<file path="src/rtl/core/ehx_pkg.sv">
// ----------------------------------------------------------------------------
// ehx_pkg
// Shared widths, register codes, elaboration-time CORDIC table functions and a
// Q30 multiply helper for the equatorial/horizontal transform.
// ----------------------------------------------------------------------------
package ehx_pkg;

  // vector parts are Q30 two's complement
  localparam int QF        = 30;
  localparam int VW        = 36;  // vector datapath width, headroom for CORDIC gain
  localparam int MW        = 32;  // multiplier operand width
  localparam int ROT_LANES = 3;   // latitude, polar, hour angle

  localparam logic REG_SITE_LATITUDE = 1'b0;

  localparam logic [63:0] ONE60 = 64'h1000_0000_0000_0000;

  // restoring divide, elaboration use only
  function automatic logic [63:0] udiv(logic [63:0] n, logic [63:0] d);
    logic [64:0] r;
    logic [63:0] q;
    r = '0;
    q = '0;
    for (int b = 63; b >= 0; b--) begin
      r = {r[63:0], n[b]};
      q = {q[62:0], 1'b0};
      if (r >= {1'b0, d}) begin
        r = r - {1'b0, d};
        q[0] = 1'b1;
      end
    end
    return q;
  endfunction

  // atan(1/m) in Q60
  function automatic logic [63:0] atan_inv(logic [63:0] m);
    logic [63:0] p;
    logic [63:0] sum;
    logic [63:0] k;
    logic        add;
    p   = udiv(ONE60, m);
    sum = '0;
    k   = 64'd1;
    add = 1'b1;
    for (int t = 0; t < 64; t++) begin
      if (p != '0) begin
        if (add) sum = sum + udiv(p, k);
        else     sum = sum - udiv(p, k);
        add = !add;
        p   = udiv(p, m * m);
        k   = k + 64'd2;
      end
    end
    return sum;
  endfunction

  // atan(2^-i) in Q60, i >= 1
  function automatic logic [63:0] atan_pow2(int i);
    logic [63:0] sum;
    logic        add;
    sum = '0;
    add = 1'b1;
    for (int k = 1; k <= 61; k += 2) begin
      if (i * k <= 60) begin
        if (add) sum = sum + udiv(ONE60 >> (i * k), 64'(k));
        else     sum = sum - udiv(ONE60 >> (i * k), 64'(k));
        add = !add;
      end
    end
    return sum;
  endfunction

  function automatic logic [63:0] quarter_pi();
    return 64'd4 * atan_inv(64'd5) - atan_inv(64'd239);
  endfunction

  // stage angle as a binary fraction of a turn, ab bits
  function automatic logic [63:0] atan_entry(int i, int ab);
    logic [63:0] two_pi;
    logic [63:0] r;
    logic [63:0] q;
    two_pi = 64'd8 * quarter_pi();
    r = (i == 0) ? quarter_pi() : atan_pow2(i);
    q = '0;
    for (int b = 0; b < ab; b++) begin
      r = r << 1;
      q = q << 1;
      if (r >= two_pi) begin
        r = r - two_pi;
        q[0] = 1'b1;
      end
    end
    return q;
  endfunction

  // start value of the rotation CORDIC: 2^60 / vectoring gain of (1,0)
  function automatic logic [63:0] gain_k(int stages);
    longint x;
    longint y;
    longint dx;
    longint dy;
    x = longint'(1) <<< QF;
    y = 0;
    for (int i = 0; i < stages; i++) begin
      dx = y >>> i;
      dy = x >>> i;
      if (y >= 0) begin
        x = x + dx;
        y = y - dy;
      end else begin
        x = x - dx;
        y = y + dy;
      end
    end
    return (x > 0) ? udiv(ONE60, 64'(x)) : 64'd0;
  endfunction

  // Q30 product, floor rounding
  function automatic logic signed [VW-1:0] mulq(logic signed [MW-1:0] a,
                                               logic signed [MW-1:0] b);
    logic signed [2*MW-1:0] p;
    p = a * b;
    return VW'(p >>> QF);
  endfunction

endpackage

</file>
<file path="src/rtl/core/ehx_vec_cell.sv">
// ----------------------------------------------------------------------------
// ehx_vec_cell
// One vectoring CORDIC step (atan2 and length), registered.
// ----------------------------------------------------------------------------
module ehx_vec_cell
  import ehx_pkg::*;
#(
  parameter int ANGLE_BITS = 32,
  parameter int STAGE      = 0,
  parameter int SW         = 1
) (
  input  logic                       clk,
  input  logic                       rst,
  input  logic                       en,
  input  logic                       in_valid,
  input  logic signed [VW-1:0]       in_x,
  input  logic signed [VW-1:0]       in_y,
  input  logic signed [ANGLE_BITS:0] in_z,
  input  logic [SW-1:0]              in_side,
  output logic                       out_valid,
  output logic signed [VW-1:0]       out_x,
  output logic signed [VW-1:0]       out_y,
  output logic signed [ANGLE_BITS:0] out_z,
  output logic [SW-1:0]              out_side
);

  localparam logic signed [ANGLE_BITS:0] ATAN =
    (ANGLE_BITS+1)'(atan_entry(STAGE, ANGLE_BITS));

  logic signed [VW-1:0]       x_next;
  logic signed [VW-1:0]       y_next;
  logic signed [ANGLE_BITS:0] z_next;

  always_comb begin
    if (in_y >= 0) begin
      x_next = in_x + (in_y >>> STAGE);
      y_next = in_y - (in_x >>> STAGE);
      z_next = in_z + ATAN;
    end else begin
      x_next = in_x - (in_y >>> STAGE);
      y_next = in_y + (in_x >>> STAGE);
      z_next = in_z - ATAN;
    end
  end

  always_ff @(posedge clk) begin
    if (rst) begin
      out_valid <= 1'b0;
    end else if (en) begin
      out_valid <= in_valid;
    end
  end

  always_ff @(posedge clk) begin
    if (en) begin
      out_x    <= x_next;
      out_y    <= y_next;
      out_z    <= z_next;
      out_side <= in_side;
    end
  end

endmodule
</file>
<file path="config.mk">
export PLATFORM = sky130hd
export DESIGN_NAME = ehx_vec_cell
export DESIGN_NICKNAME = d
export VERILOG_FILES = /design/src/rtl/core/ehx_pkg.sv /design/src/rtl/core/ehx_vec_cell.sv
export SDC_FILE = /design/constraint.sdc
export NUM_CORES = 1
export LEC_CHECK = 0
export BUFFER_PORTS_ARGS = -buffer_cell sky130_fd_sc_hd__buf_2
export CORE_ASPECT_RATIO = 0.5
export CORE_MARGIN = 1
export CORE_UTILIZATION = 40
export CTS_BUF_LIST = sky130_fd_sc_hd__clkbuf_8 sky130_fd_sc_hd__clkbuf_16
export CTS_CLUSTER_SIZE = 40
export DETAILED_ROUTE_END_ITERATION = 10
export PLACE_DENSITY = 0.68
export SLEW_MARGIN = 30
export SYNTH_ARGS = -nofsm -noshare
export SYNTH_HDL_FRONTEND = slang
export SYNTH_SLANG_ARGS = --single-unit
</file>
<file path="constraint.sdc">
create_clock -name clk -period 4.8 [get_ports clk]
set_clock_uncertainty 0.1 [all_clocks]
set_input_delay 0.24 -clock clk [delete_from_list [all_inputs] [get_ports clk]]
set_output_delay 0.24 -clock clk [all_outputs]
set_load 0.1 [all_outputs]
</file>
==> flow_summary.toml <==
[sta]
max-slew-margin-rel = 0.379
drv_slew = 0
layout_setup_ws_ns = 1.29
hold_viol = 0
setup_viol = 0
worst_slew_pin_slew_ns = 0.932
fmax_mhz = 285
rsz0062_at_grt = "no"
fin_crit_ns = 3.51
setup_tns_ns = 0
timing.final.crit_share = 0.730

[synthesis]
synth_compound_area_frac = 0.228
yosys.area_share.adder = 0.154
muxShareOfSynthArea = 0.0189
synth.most_common_cell = "a21oi_1"
synth_top_family_by_area = "compound AO/OA/AOI/OAI gates"
async_flop_share = 0
synth_xor_area_frac = 0.0651
syn-cell-area_um2 = 9550
synth_fp_nets = 1311
postSynthAreaPerCell_um2 = 8.79
post-synth-top-area-fraction = 0.330
synth_seq_area_share = 0.332
synth_cell_types = 71
synth_flop_cell = "edfxtp_1"
synth_area_leaders = "edfxtp_1 33%, ha_1 15%, a21oi_1 6.2%"
synth_edf_count = 105
ys_seq_elements = 106
synth_cells = 1086
yosys-top-cells-count = "119 x a21oi_1, 118 x inv_1, 111 x ha_1"
synth_top_cell_by_area = "edfxtp_1"
ys_warn_count = 0
synth-simple-area-share = 0.129

[worst_setup_path]
cp.required_ns = 4.82
crit_arrival_ns = 3.53
crit_chain = "buf_2 -> inv_1 -> ha_1 -> nor4_1 -> nand3_1 -> a211oi_2 -> nor4_2 -> o41ai_4 -> a21oi_1 -> o21ai_0 -> a31oi_1 -> xnor2_1"
crit_path_start_kind = "primary input"
worst_setup_path_end_kind = "flip-flop"
path_max_fanout = 16
worst_path_max_delay_cell = "o41ai_4"
slowest_delay_ns = 0.54
r2r_start = "out_valid$_SDFFE_PP0P_"
crit_type = "in2reg"
critPathLaunch = "in_x[10]"

[floorplan]
ios = 217
dieWidth_um = 220
rows = 39
die_h_um = 111
die-area_um2 = 24500
initial_utilization = 0.413
coreArea_um2 = 23100

[flow_run]
drv_cap = 0

[run_status]
violations = "design-rule violations"
outcome = "complete, but fails checks"

[grt]
overflow = 0
grt_usage = 0.253
grt_pass1_wl_um = 48000
grt_pass1_vias = 8660
grt_max_degree = 98
antenna_found_initial = 0

[cells_and_area]
diodes = 0
fin_nets = 1524
postLayoutCoreUtil = 0.496
drive_above_1_share = 0.196
nFillCells = 2253
area_delta_synth_final_pct = 20.1
multi_input_area_um2 = 5670
area.sequential_um2 = 3170

[clock_tree]
cts_tree = "yes"
cts_resized = 0
ctsLongestPathBuffers = 2
clock_sinks = 106
h-tree-depth = 3
cts_buffers = 9
clk_latency_ns = 0.37
cts_root_buf = "clkbuf_16"
cts.clk_slew.worst_paths_ns = 0.08

[place]
pre_cts_slack_ns = 0.984
gp_congestion = 0.979
place_hpwl_um = 24200
port_buffers = 216

[drt]
drt_iter0_drc = 844
wl_um = 31000
ant_nets = 0
vias_per_cell = 5.55
drc = 8
dr.pass1.iters = 8
wl_per_cell_um = 19.3
vias = 8948

[min_path]
min_from = "in_valid"
hold_path_class = "in2reg"

[power_and_ir_drop]
p_leak_nw = 5.07
p_total_mw = 4.10
ir_drop_v = 0.000184
power_density_nw_per_um2 = 358
## routing by layer
metal  share of wire  global-route usage  vias up
met5               0                   0        -
met4           0.013              0.0520        0
met3           0.067              0.0417       21
met2            0.46               0.400      321
met1            0.46               0.360     4305
li1                -                   -     4301
## kinds of logic after synthesis
logic type | Yosys count
XOR/XNOR | 71
multiplexers | 18
adder cells (fa/ha/maj) | 115
AO/OA/AOI/OAI | 342
flip-flops | 106
AND/OR/NAND/NOR | 260
buffers and inverters | 174
## critical path, delay by kind of cell
family                     cells  cell delay [ns]
AOI/OAI and AO/OA              5             1.61
and+or+nand+nor                3             0.81
adders and majority gates      1             0.51
xor gates and xnor gates       1             0.19
buffers and inverters          2             0.16
## timing repair
| action | 4_1_cts | 5_1_grt |
|---|---|---|
| hold buffers | 31 | 0 |
| hold endpoints to repair | 31 | 0 |
| buffers inserted | 0 | 0 |
## layout by cell type, fill, tap and decap left out, drive strengths merged, types with 9 or more instances in the layout
cell type	n
clkbuf	9
xnor2	63
o21ai	74
a21o	16
nor2b	11
edfxtp	105
o31ai	18
dlygate4sd3	31
o211ai	10
mux2i	18
a21oi	120
nand2	48
inv	121
a31oi	12
o21bai	21
buf	221
nand4	9
nor4	10
ha	111
nor2	103
nor3	26
a211oi	14
or3	9
nand3	19
## flip-flops by register name, indices dropped and copies added (netlist names)
signal,flops
out_z,33
out_valid,1
out_side,1
out_x,36
out_y,35
## stage by stage
| step | hold WS [ns] | instance area [um^2] | std cells |
|---|---|---|---|
| after floorplan | 0.212 | 9550 | 1086 |
| after global placement | 0.299 | 10800 | 1562 |
| after detailed placement | 0.310 | 10800 | 1564 |
| after CTS | 0.0194 | 11500 | 1611 |
| after global routing | 0.0483 | 11500 | 1611 |
| final | 0.0407 | 11500 | 1611 |
## layout make-up
type | count | area share
multi-input cells | 806 | 0.495
inverters | 122 | 0.0400
flip-flops and latches | 106 | 0.277
clock inverters | 7 | 0.00797
well taps | 307 | 0.0335
clock buffers | 9 | 0.0197
repair buffers | 254 | 0.127
## where the power goes
part           leakage, nW  switching (mW)  internal [mW]
registers             1.04          0.0385           1.19
clock network        0.152           0.424          0.378
logic                 3.89            1.62          0.452
## worst paths after layout
check / to / slack, ns / cells past startpoint
setup reg to reg: out_valid$_SDFFE_PP0P_ / 4.08 / 2
hold / removal: out_valid$_SDFFE_PP0P_ / 0.04 / 3
hold reg to reg: out_valid$_SDFFE_PP0P_ / 0.44 / 2
setup / recovery: out_y[28]$_DFFE_PP_ / 1.29 / 12
Note: power is estimated with default switching activity, not from simulation.
