File: src/rtl/core/ehx_pkg.sv
// ----------------------------------------------------------------------------
// ehx_pkg
// Shared widths, register codes, elaboration-time CORDIC table functions and a
// Q30 multiply helper for the equatorial/horizontal transform.
// ----------------------------------------------------------------------------
package ehx_pkg;

  // vector parts are Q30 two's complement
  localparam int QF        = 30;
  localparam int VW        = 36;  // vector datapath width, headroom for CORDIC gain
  localparam int MW        = 32;  // multiplier operand width
  localparam int ROT_LANES = 3;   // latitude, polar, hour angle

  localparam logic REG_SITE_LATITUDE = 1'b0;

  localparam logic [63:0] ONE60 = 64'h1000_0000_0000_0000;

  // restoring divide, elaboration use only
  function automatic logic [63:0] udiv(logic [63:0] n, logic [63:0] d);
    logic [64:0] r;
    logic [63:0] q;
    r = '0;
    q = '0;
    for (int b = 63; b >= 0; b--) begin
      r = {r[63:0], n[b]};
      q = {q[62:0], 1'b0};
      if (r >= {1'b0, d}) begin
        r = r - {1'b0, d};
        q[0] = 1'b1;
      end
    end
    return q;
  endfunction

  // atan(1/m) in Q60
  function automatic logic [63:0] atan_inv(logic [63:0] m);
    logic [63:0] p;
    logic [63:0] sum;
    logic [63:0] k;
    logic        add;
    p   = udiv(ONE60, m);
    sum = '0;
    k   = 64'd1;
    add = 1'b1;
    for (int t = 0; t < 64; t++) begin
      if (p != '0) begin
        if (add) sum = sum + udiv(p, k);
        else     sum = sum - udiv(p, k);
        add = !add;
        p   = udiv(p, m * m);
        k   = k + 64'd2;
      end
    end
    return sum;
  endfunction

  // atan(2^-i) in Q60, i >= 1
  function automatic logic [63:0] atan_pow2(int i);
    logic [63:0] sum;
    logic        add;
    sum = '0;
    add = 1'b1;
    for (int k = 1; k <= 61; k += 2) begin
      if (i * k <= 60) begin
        if (add) sum = sum + udiv(ONE60 >> (i * k), 64'(k));
        else     sum = sum - udiv(ONE60 >> (i * k), 64'(k));
        add = !add;
      end
    end
    return sum;
  endfunction

  function automatic logic [63:0] quarter_pi();
    return 64'd4 * atan_inv(64'd5) - atan_inv(64'd239);
  endfunction

  // stage angle as a binary fraction of a turn, ab bits
  function automatic logic [63:0] atan_entry(int i, int ab);
    logic [63:0] two_pi;
    logic [63:0] r;
    logic [63:0] q;
    two_pi = 64'd8 * quarter_pi();
    r = (i == 0) ? quarter_pi() : atan_pow2(i);
    q = '0;
    for (int b = 0; b < ab; b++) begin
      r = r << 1;
      q = q << 1;
      if (r >= two_pi) begin
        r = r - two_pi;
        q[0] = 1'b1;
      end
    end
    return q;
  endfunction

  // start value of the rotation CORDIC: 2^60 / vectoring gain of (1,0)
  function automatic logic [63:0] gain_k(int stages);
    longint x;
    longint y;
    longint dx;
    longint dy;
    x = longint'(1) <<< QF;
    y = 0;
    for (int i = 0; i < stages; i++) begin
      dx = y >>> i;
      dy = x >>> i;
      if (y >= 0) begin
        x = x + dx;
        y = y - dy;
      end else begin
        x = x - dx;
        y = y + dy;
      end
    end
    return (x > 0) ? udiv(ONE60, 64'(x)) : 64'd0;
  endfunction

  // Q30 product, floor rounding
  function automatic logic signed [VW-1:0] mulq(logic signed [MW-1:0] a,
                                               logic signed [MW-1:0] b);
    logic signed [2*MW-1:0] p;
    p = a * b;
    return VW'(p >>> QF);
  endfunction

endpackage

File: src/rtl/core/ehx_rot_cell.sv
// ----------------------------------------------------------------------------
// ehx_rot_cell
// One rotation CORDIC step for the three sine/cosine lanes, registered.
// ----------------------------------------------------------------------------
module ehx_rot_cell
  import ehx_pkg::*;
#(
  parameter int ANGLE_BITS = 32,
  parameter int STAGE      = 0,
  parameter int SW         = 1
) (
  input  logic                    clk,
  input  logic                    rst,
  input  logic                    en,
  input  logic                    in_valid,
  input  logic signed [VW-1:0]    in_x [ROT_LANES],
  input  logic signed [VW-1:0]    in_y [ROT_LANES],
  input  logic signed [ANGLE_BITS:0] in_z [ROT_LANES],
  input  logic [SW-1:0]           in_side,
  output logic                    out_valid,
  output logic signed [VW-1:0]    out_x [ROT_LANES],
  output logic signed [VW-1:0]    out_y [ROT_LANES],
  output logic signed [ANGLE_BITS:0] out_z [ROT_LANES],
  output logic [SW-1:0]           out_side
);

  localparam logic signed [ANGLE_BITS:0] ATAN =
    (ANGLE_BITS+1)'(atan_entry(STAGE, ANGLE_BITS));

  logic signed [VW-1:0]         x_next [ROT_LANES];
  logic signed [VW-1:0]         y_next [ROT_LANES];
  logic signed [ANGLE_BITS:0]   z_next [ROT_LANES];

  always_comb begin
    for (int l = 0; l < ROT_LANES; l++) begin
      if (in_z[l] >= 0) begin
        x_next[l] = in_x[l] - (in_y[l] >>> STAGE);
        y_next[l] = in_y[l] + (in_x[l] >>> STAGE);
        z_next[l] = in_z[l] - ATAN;
      end else begin
        x_next[l] = in_x[l] + (in_y[l] >>> STAGE);
        y_next[l] = in_y[l] - (in_x[l] >>> STAGE);
        z_next[l] = in_z[l] + ATAN;
      end
    end
  end

  always_ff @(posedge clk) begin
    if (rst) begin
      out_valid <= 1'b0;
    end else if (en) begin
      out_valid <= in_valid;
    end
  end

  always_ff @(posedge clk) begin
    if (en) begin
      out_x    <= x_next;
      out_y    <= y_next;
      out_z    <= z_next;
      out_side <= in_side;
    end
  end

endmodule

File: config.mk
export PLATFORM = sky130hd
export DESIGN_NAME = ehx_rot_cell
export DESIGN_NICKNAME = d
export VERILOG_FILES = /design/src/rtl/core/ehx_pkg.sv /design/src/rtl/core/ehx_rot_cell.sv
export SDC_FILE = /design/constraint.sdc
export NUM_CORES = 1
export LEC_CHECK = 0
export BUFFER_PORTS_ARGS = -buffer_cell sky130_fd_sc_hd__buf_2
export CAP_MARGIN = 40
export CORE_AREA = 2 2 245 247
export CTS_BUF_LIST = sky130_fd_sc_hd__clkbuf_4 sky130_fd_sc_hd__clkbuf_8
export CTS_CLUSTER_SIZE = 25
export DETAILED_ROUTE_END_ITERATION = 10
export DIE_AREA = 0 0 247 249
export PLACE_DENSITY_LB_ADDON = 0.08
export SLEW_MARGIN = 10
export SYNTH_ARGS = -nofsm -noshare
export SYNTH_HDL_FRONTEND = slang
export SYNTH_SLANG_ARGS = --single-unit
File: constraint.sdc
create_clock -name clk -period 3.9 [get_ports clk]
set_input_delay 0 -clock clk [delete_from_list [all_inputs] [get_ports clk]]
set_output_delay 0 -clock clk [all_outputs]
set_load 0.01 [all_outputs]
==> impl_metrics.csv, run 1 <==
group,metric,value,unit
status,status,"finished clean",
grt,grt_pass1_wl,161,mm
floorplan,num_io_pins,637,
route,dr.pass1.iters,6,
grt,antenna_found_initial,27,
synthesis,postSynthCellCount,3232,
power,powerDensity,356,nW/um2
synthesis,synth_warnings,0,
cells_and_area,finalInstanceArea,35500,um2
grt,grt_max_degree,90,
synthesis,async_flop_share,0,
floorplan,core,58700,um2
worst_hold_path,min_path_type,"primary input to flop",
timing,drv_slew,0,
critical_path,crit_type,"primary input to flop",
route,drc_errors,0,
floorplan,die_area,61500,um2
critical_path,end_kind,"flop",
clock_tree,h-tree-depth,2,
worst_hold_path,hp-start,"in_z[46]",
route,route.vias.total,28400,
route,drt_iter0_drc,3241,
route,postRouteAntennaNets,0,
timing,fin_tns_setup,0,ns
grt,grt_pass1_vias,26700,
timing,finalSetupViolCount,0,
job,cap_viol_max_count,0,
power,p_leak,16.1,nW
cells_and_area,layout-drive-gt1-share,0.202,
critical_path,regToRegSetupSlack,2.72,ns
worst_hold_path,whs_endpoint,"out_z[46]$_DFFE_PP_",
synthesis,synth_cell_type_count,91,
cells_and_area,n_fill_cell,5296,
critical_path,r2r_end,"out_valid$_SDFFE_PP0P_",
grt,grt-ovfl-total,0,
floorplan,die_height,249,um
critical_path,cp.required,4.32,ns
cells_and_area,area_growth,24.5,%
route,wl,110,mm
placed_design,io_buffers,636,
critical_path,start_kind,"primary input",
clock_tree,numCtsBuffers,56,
floorplan,initial_utilization,0.485,
timing,finalHoldViolCount,0,
route,wl_per_cell,22.7,um
timing,fmax,0.269,GHz
cells_and_area,final_nets,4657,
critical_path,r2r_cells,3,
clock_tree,cts_root_buf,"clkbuf_8",
clock_tree,cts_buffer_depth,3,
cells_and_area,layout_common_cells,"635 x buf_2, 383 x a21oi_1, 321 x ha_1",
timing,period_minus_slack,3.72,ns
clock_tree,path_clk_slew,0.07,ns
critical_path,cp.arrival,4.14,ns
synthesis,synth_edf_count,313,
synthesis,synthFlopType,"edfxtp_1",
synthesis,ys_ff_latch,314,
route,detail_route.vias_per_cell,5.86,
clock_tree,cts_tree,"done",
placed_design,dpl_cell_area,32300,um2
synthesis,syn_avg_cell_area,8.81,um2
synthesis,netlist_area,28500,um2
critical_path,r2r-start,"out_valid$_SDFFE_PP0P_",
clock_tree,clkLatencyLatePin,0.67,ns
placed_design,routabilityCongestion,1.01,
timing,rsz0062_at_grt,"false",
worst_hold_path,min_delay_path_depth,2,
power,ir_worst_vdd,0.000426,V
cells_and_area,mostFrequentLayoutCell,"buf_2",
placed_design,dp_hpwl,85.1,mm
floorplan,die_w,247,um
synthesis,synth_seq_area_share,0.331,
critical_path,path_max_fanout,5,
synthesis,synth_fp_nets,3885,
floorplan,fp-row-count,89,
grt,grtUsageTotal,0.340,
timing,tightest_slew,0.970,ns
timing,slew_headroom,0.348,
timing,skew,0,ns
clock_tree,clock_sinks,314,
cells_and_area,final_core_util,0.604,
timing,fin_crit_sh,0.953,
how the worst max path moves through the flow:
stage | startpoint | slack (ns) | end | depth (start not counted)
3_3_place_gp | in_x[73] | 0.59 | out_x[107]$_DFFE_PP_ | 12
5_1_grt | in_x[73] | 0.008 | out_x[107]$_DFFE_PP_ | 14
4_1_cts | in_x[73] | 0.18 | out_x[107]$_DFFE_PP_ | 14
6_report | in_x[73] | 0.18 | out_x[107]$_DFFE_PP_ | 14
2_1_floorplan | in_x[72] | 1.35 | out_y[106]$_DFFE_PP_ | 11
3_5_place_dp | in_x[73] | 0.59 | out_x[107]$_DFFE_PP_ | 12
worst max-delay path, stage by stage:
cell and delay (ns):
dlygate4sd3_1 0.57, buf_2 0.19, inv_1 0.09, ha_1 0.30, nand2b_1 0.11, a21oi_1 0.10, o21ai_1 0.39, a21oi_1 0.23
o311a_1 0.45, o21ai_1 0.40, a221oi_1 0.19, o31ai_1 0.42, xnor2_1 0.12, dlygate4sd3_1 0.57
synthesized netlist by cell type, types with 8 or more instances:
cell       instances  area share
o21a_1            34      0.0090
o211ai_1          24      0.0063
nor3_1            57       0.010
o22ai_1           11      0.0024
a21o_1            97       0.026
or4_1              9      0.0024
o21ai_0          180       0.032
clkbuf_1          84       0.011
a221oi_1           9      0.0028
ha_1             321        0.14
a31oi_1           36      0.0079
o21ai_1           40      0.0070
edfxtp_1         313        0.33
a21oi_1          383       0.067
a211o_1           16      0.0049
inv_2             15      0.0020
buf_2             29      0.0051
a221o_1           10      0.0035
nand4_1           37      0.0081
buf_1             25      0.0033
nor2b_1           42      0.0092
o31ai_1           38       0.010
a2111oi_0         10      0.0031
nor4_1            21      0.0046
and2_1            10      0.0022
nand2_1          171       0.023
nor2_1           248       0.033
or3_1             13      0.0029
mux2i_1           63       0.022
xor2_1            26      0.0080
xnor2_1          178       0.055
and3_1            19      0.0042
fa_1              12      0.0084
nand3_1           46      0.0081
inv_1            308       0.041
o221ai_1           8      0.0025
or2_2              8      0.0018
a211oi_1          36      0.0095
o21bai_1          77       0.020
nand2b_1          28      0.0062
where the power goes:
group | internal, W | leakage, nW | switching (W) | total, W
registers | 0.00437 | 3.07 | 0.000191 | 0.00456
logic | 0.00180 | 12.4 | 0.00293 | 0.00473
clock network | 0.00177 | 0.614 | 0.00156 | 0.00333
total | 0.00794 | 16.1 | 0.00468 | 0.0126
what timing repair did:
action | in CTS | in global routing
resized for setup | 0 | 1
setup buffers | 0 | 0
endpoints found under the hold margin | 227 | 0
setup endpoints to repair | 0 | 1
hold buffers | 191 | 0
state kept, by name, indices dropped and copies added, names as in the netlist:
register,flops
out_side,1
out_valid,1
out_x,108
out_y,105
out_z,99
through the flow:
stage | setup WS [ns] | total power (W) | hold WS, ns | cells
after floorplan | 1.35 | 0.00726 | 0.0724 | 3232
after global placement | 0.592 | 0.00904 | 0.164 | 4527
after detailed placement | 0.592 | 0.00904 | 0.176 | 4528
after CTS | 0.178 | 0.0126 | 0.000145 | 4821
after global routing | 0.00847 | 0.0132 | 0.0134 | 4837
final | 0.182 | 0.0126 | 0.0486 | 4839
routing by layer:
metal / vias up / share of wire / global-route usage
met5: - / 0.00087 / 0
met4: 16 / 0.038 / 0.120
met3: 249 / 0.090 / 0.0625
met2: 1507 / 0.46 / 0.550
met1: 13400 / 0.41 / 0.454
li1: 13200 / - / -
cell families after synthesis:
logic type      count (synthesis)  synth area share
xor+xnor                      204            0.0627
compound gates               1104             0.246
fa+ha+maj                     333             0.149
mux                            65            0.0229
buf+inv                       474            0.0645
flops                         314             0.331
simple gates                  738             0.123
layout make-up:
cell class / count / area, um2 / share of cell area
antenna: 18 / 45.0 / 0.00127
clock buffer: 81 / 983 / 0.0277
clock inverter: 21 / 186 / 0.00526
inverter: 330 / 1240 / 0.0349
multi-input combinational: 2444 / 17200 / 0.486
sequential: 314 / 9420 / 0.266
tap: 773 / 967 / 0.0273
timing repair buffer: 858 / 5390 / 0.152
Note: power is estimated with default switching activity, not from simulation.
==> inputs of run 2 (changes only) <==
- BUFFER_PORTS_ARGS: -buffer_cell sky130_fd_sc_hd__buf_2 -> -buffer_cell sky130_fd_sc_hd__buf_4
==> impl_metrics.csv, run 2 (synthesis results as in run 1) <==
group,metric,value,unit
critical_path,crit_type,"primary input to flop",
worst_hold_path,whs_endpoint,"out_z[72]$_DFFE_PP_",
cells_and_area,mostFrequentLayoutCell,"buf_4",
grt,grt_pass1_vias,28500,
floorplan,initial_utilization,0.485,
floorplan,die_w,247,um
clock_tree,cts_resized,0,
timing,skew,0,ns
route,drt_iter0_drc,3194,
cells_and_area,final_core_util,0.635,
timing,fin_tns_setup,0,ns
cells_and_area,final_nets,4677,
placed_design,dp_hpwl,89.7,mm
status,status,"finished clean",
route,drc_errors,0,
grt,grt_pass1_wl,173,mm
clock_tree,clock_sinks,314,
critical_path,cp.required,4.35,ns
timing,tightest_slew,0.877,ns
timing,rsz0062_at_grt,"false",
timing,finalSetupViolCount,0,
floorplan,core,58700,um2
power,powerDensity,359,nW/um2
timing,slew_headroom,0.410,
grt,grtUsageTotal,0.366,
worst_hold_path,hp-start,"in_z[72]",
timing,finalHoldViolCount,0,
floorplan,die_height,249,um
critical_path,end_kind,"flop",
timing,fin_crit_sh,0.939,
route,wl_per_cell,24.4,um
grt,grt_max_degree,85,
job,cap_viol_max_count,0,
critical_path,crit_start,"in_x[73]",
clock_tree,cts_buffer_depth,3,
worst_hold_path,min_path_type,"primary input to flop",
clock_tree,cts_tree,"done",
clock_tree,cts_setup_buffers,0,
worst_hold_path,min_delay_path_depth,2,
cells_and_area,top_regs,"out_x: 108 flops, out_y: 105 flops, out_z: 99 flops",
cells_and_area,layout_common_cells,"658 x buf_4, 383 x a21oi_1, 321 x ha_1",
placed_design,io_buffers,636,
route,dr.pass1.iters,5,
critical_path,r2r-start,"out_valid$_SDFFE_PP0P_",
clock_tree,clkLatencyLatePin,0.67,ns
power,ir_worst_vdd,0.000366,V
cells_and_area,top_register,"out_x",
route,postRouteAntennaNets,0,
timing,fmax,0.273,GHz
cells_and_area,area_growth,30.8,%
timing,drv_slew,0,
critical_path,regToRegSetupSlack,2.68,ns
route,route.vias.total,29400,
clock_tree,numCtsBuffers,56,
critical_path,path_max_fanout,5,
clock_tree,cts_root_buf,"clkbuf_8",
floorplan,num_io_pins,637,
critical_path,r2r_end,"out_valid$_SDFFE_PP0P_",
route,wl,118,mm
grt,antenna_found_initial,11,
cells_and_area,n_fill_cell,4928,
cells_and_area,layout-drive-gt1-share,0.198,
critical_path,cp.arrival,4.11,ns
critical_path,r2r_cells,3,
placed_design,routabilityCongestion,1.03,
floorplan,fp-row-count,89,
power,p_leak,16.8,nW
timing,period_minus_slack,3.66,ns
floorplan,die_area,61500,um2
clock_tree,h-tree-depth,2,
route,detail_route.vias_per_cell,6.06,
clock_tree,path_clk_slew,0.06,ns
critical_path,start_kind,"primary input",
cells_and_area,largest_register_ffs,108,
grt,grt-ovfl-total,0,
[run 2: cell count changes in the layout (fill, tap and decap cells not counted), moves of 2 or more]
cell | before | now
buf_2 | 635 | 0
buf_4 | 27 | 658
bufinv_16 | 2 | 7
clkbuf_4 | 21 | 14
clkbuf_8 | 60 | 56
clkinv_1 | 14 | 17
clkinvlp_4 | 3 | 1
diode_2 | 18 | 10
dlygate4sd3_1 | 191 | 216
inv_12 | 0 | 2
[run 2: how the worst max path moves through the flow]
| stage | endpoint | slack (ns) | depth (start not counted) |
|---|---|---|---|
| after floorplan | out_y[106]$_DFFE_PP_ | 1.35 | 11 |
| after global placement | out_x[104]$_DFFE_PP_ | 0.46 | 11 |
| after detailed placement | out_x[106]$_DFFE_PP_ | 0.47 | 12 |
| after CTS | out_y[107]$_DFFE_PP_ | 0.37 | 14 |
| after global routing | out_y[107]$_DFFE_PP_ | 0.05 | 14 |
| final | out_y[107]$_DFFE_PP_ | 0.24 | 14 |
[run 2: power by group]
part	switching, W	total, W	internal (W)
sequential	0.000267	0.00464	0.00437
combinational	0.00302	0.00517	0.00215
clock	0.00159	0.00355	0.00196
total	0.00488	0.0134	0.00849
[run 2: final cells by class]
type / instances / area [um2] / area share
sequential: 314 / 9420 / 0.253
inverter: 330 / 1240 / 0.0332
timing repair buffer: 878 / 7180 / 0.193
multi-input combinational: 2444 / 17200 / 0.462
clock buffer: 70 / 876 / 0.0235
antenna: 10 / 25.0 / 0.000672
tap: 773 / 967 / 0.0260
clock inverter: 27 / 338 / 0.00907
[run 2: metrics by stage]
step	hold slack [ns]	setup slack (ns)	cell area [um2]	cells	power, W
floorplan	0.0724	1.35	28500	3232	0.00726
global placement	0.160	0.456	33900	4523	0.00944
CTS	0.000411	0.373	37200	4836	0.0132
global route	0.0170	0.0538	37300	4845	0.0139
finish	0.0261	0.236	37300	4846	0.0134
detailed placement	0.164	0.472	33900	4523	0.00946
[run 2: layer usage]
| layer | part of all wire | wire [um] | global-route usage |
|---|---|---|---|
| met3 | 0.099 | 11700 | 0.0670 |
| met2 | 0.45 | 53600 | 0.584 |
| met1 | 0.39 | 46300 | 0.473 |
| met4 | 0.056 | 6580 | 0.183 |
| met5 | 0.00013 | 15 | 0 |
[run 2: repair_timing]
action,CTS,global route
endpoints found under the setup margin,0,0
hold buffers,216,0
hold endpoints to repair,238,0
[run 2: worst max-delay path, cell delays in order]
cell	delay (ns)
dlygate4sd3_1	0.56
buf_4	0.16
inv_1	0.08
ha_1	0.30
nand2b_1	0.10
a21oi_1	0.15
o21ai_0	0.52
a21oi_1	0.26
o311a_1	0.41
o21ai_1	0.41
a221oi_1	0.19
o31ai_1	0.31
xnor2_1	0.09
dlygate4sd3_1	0.55
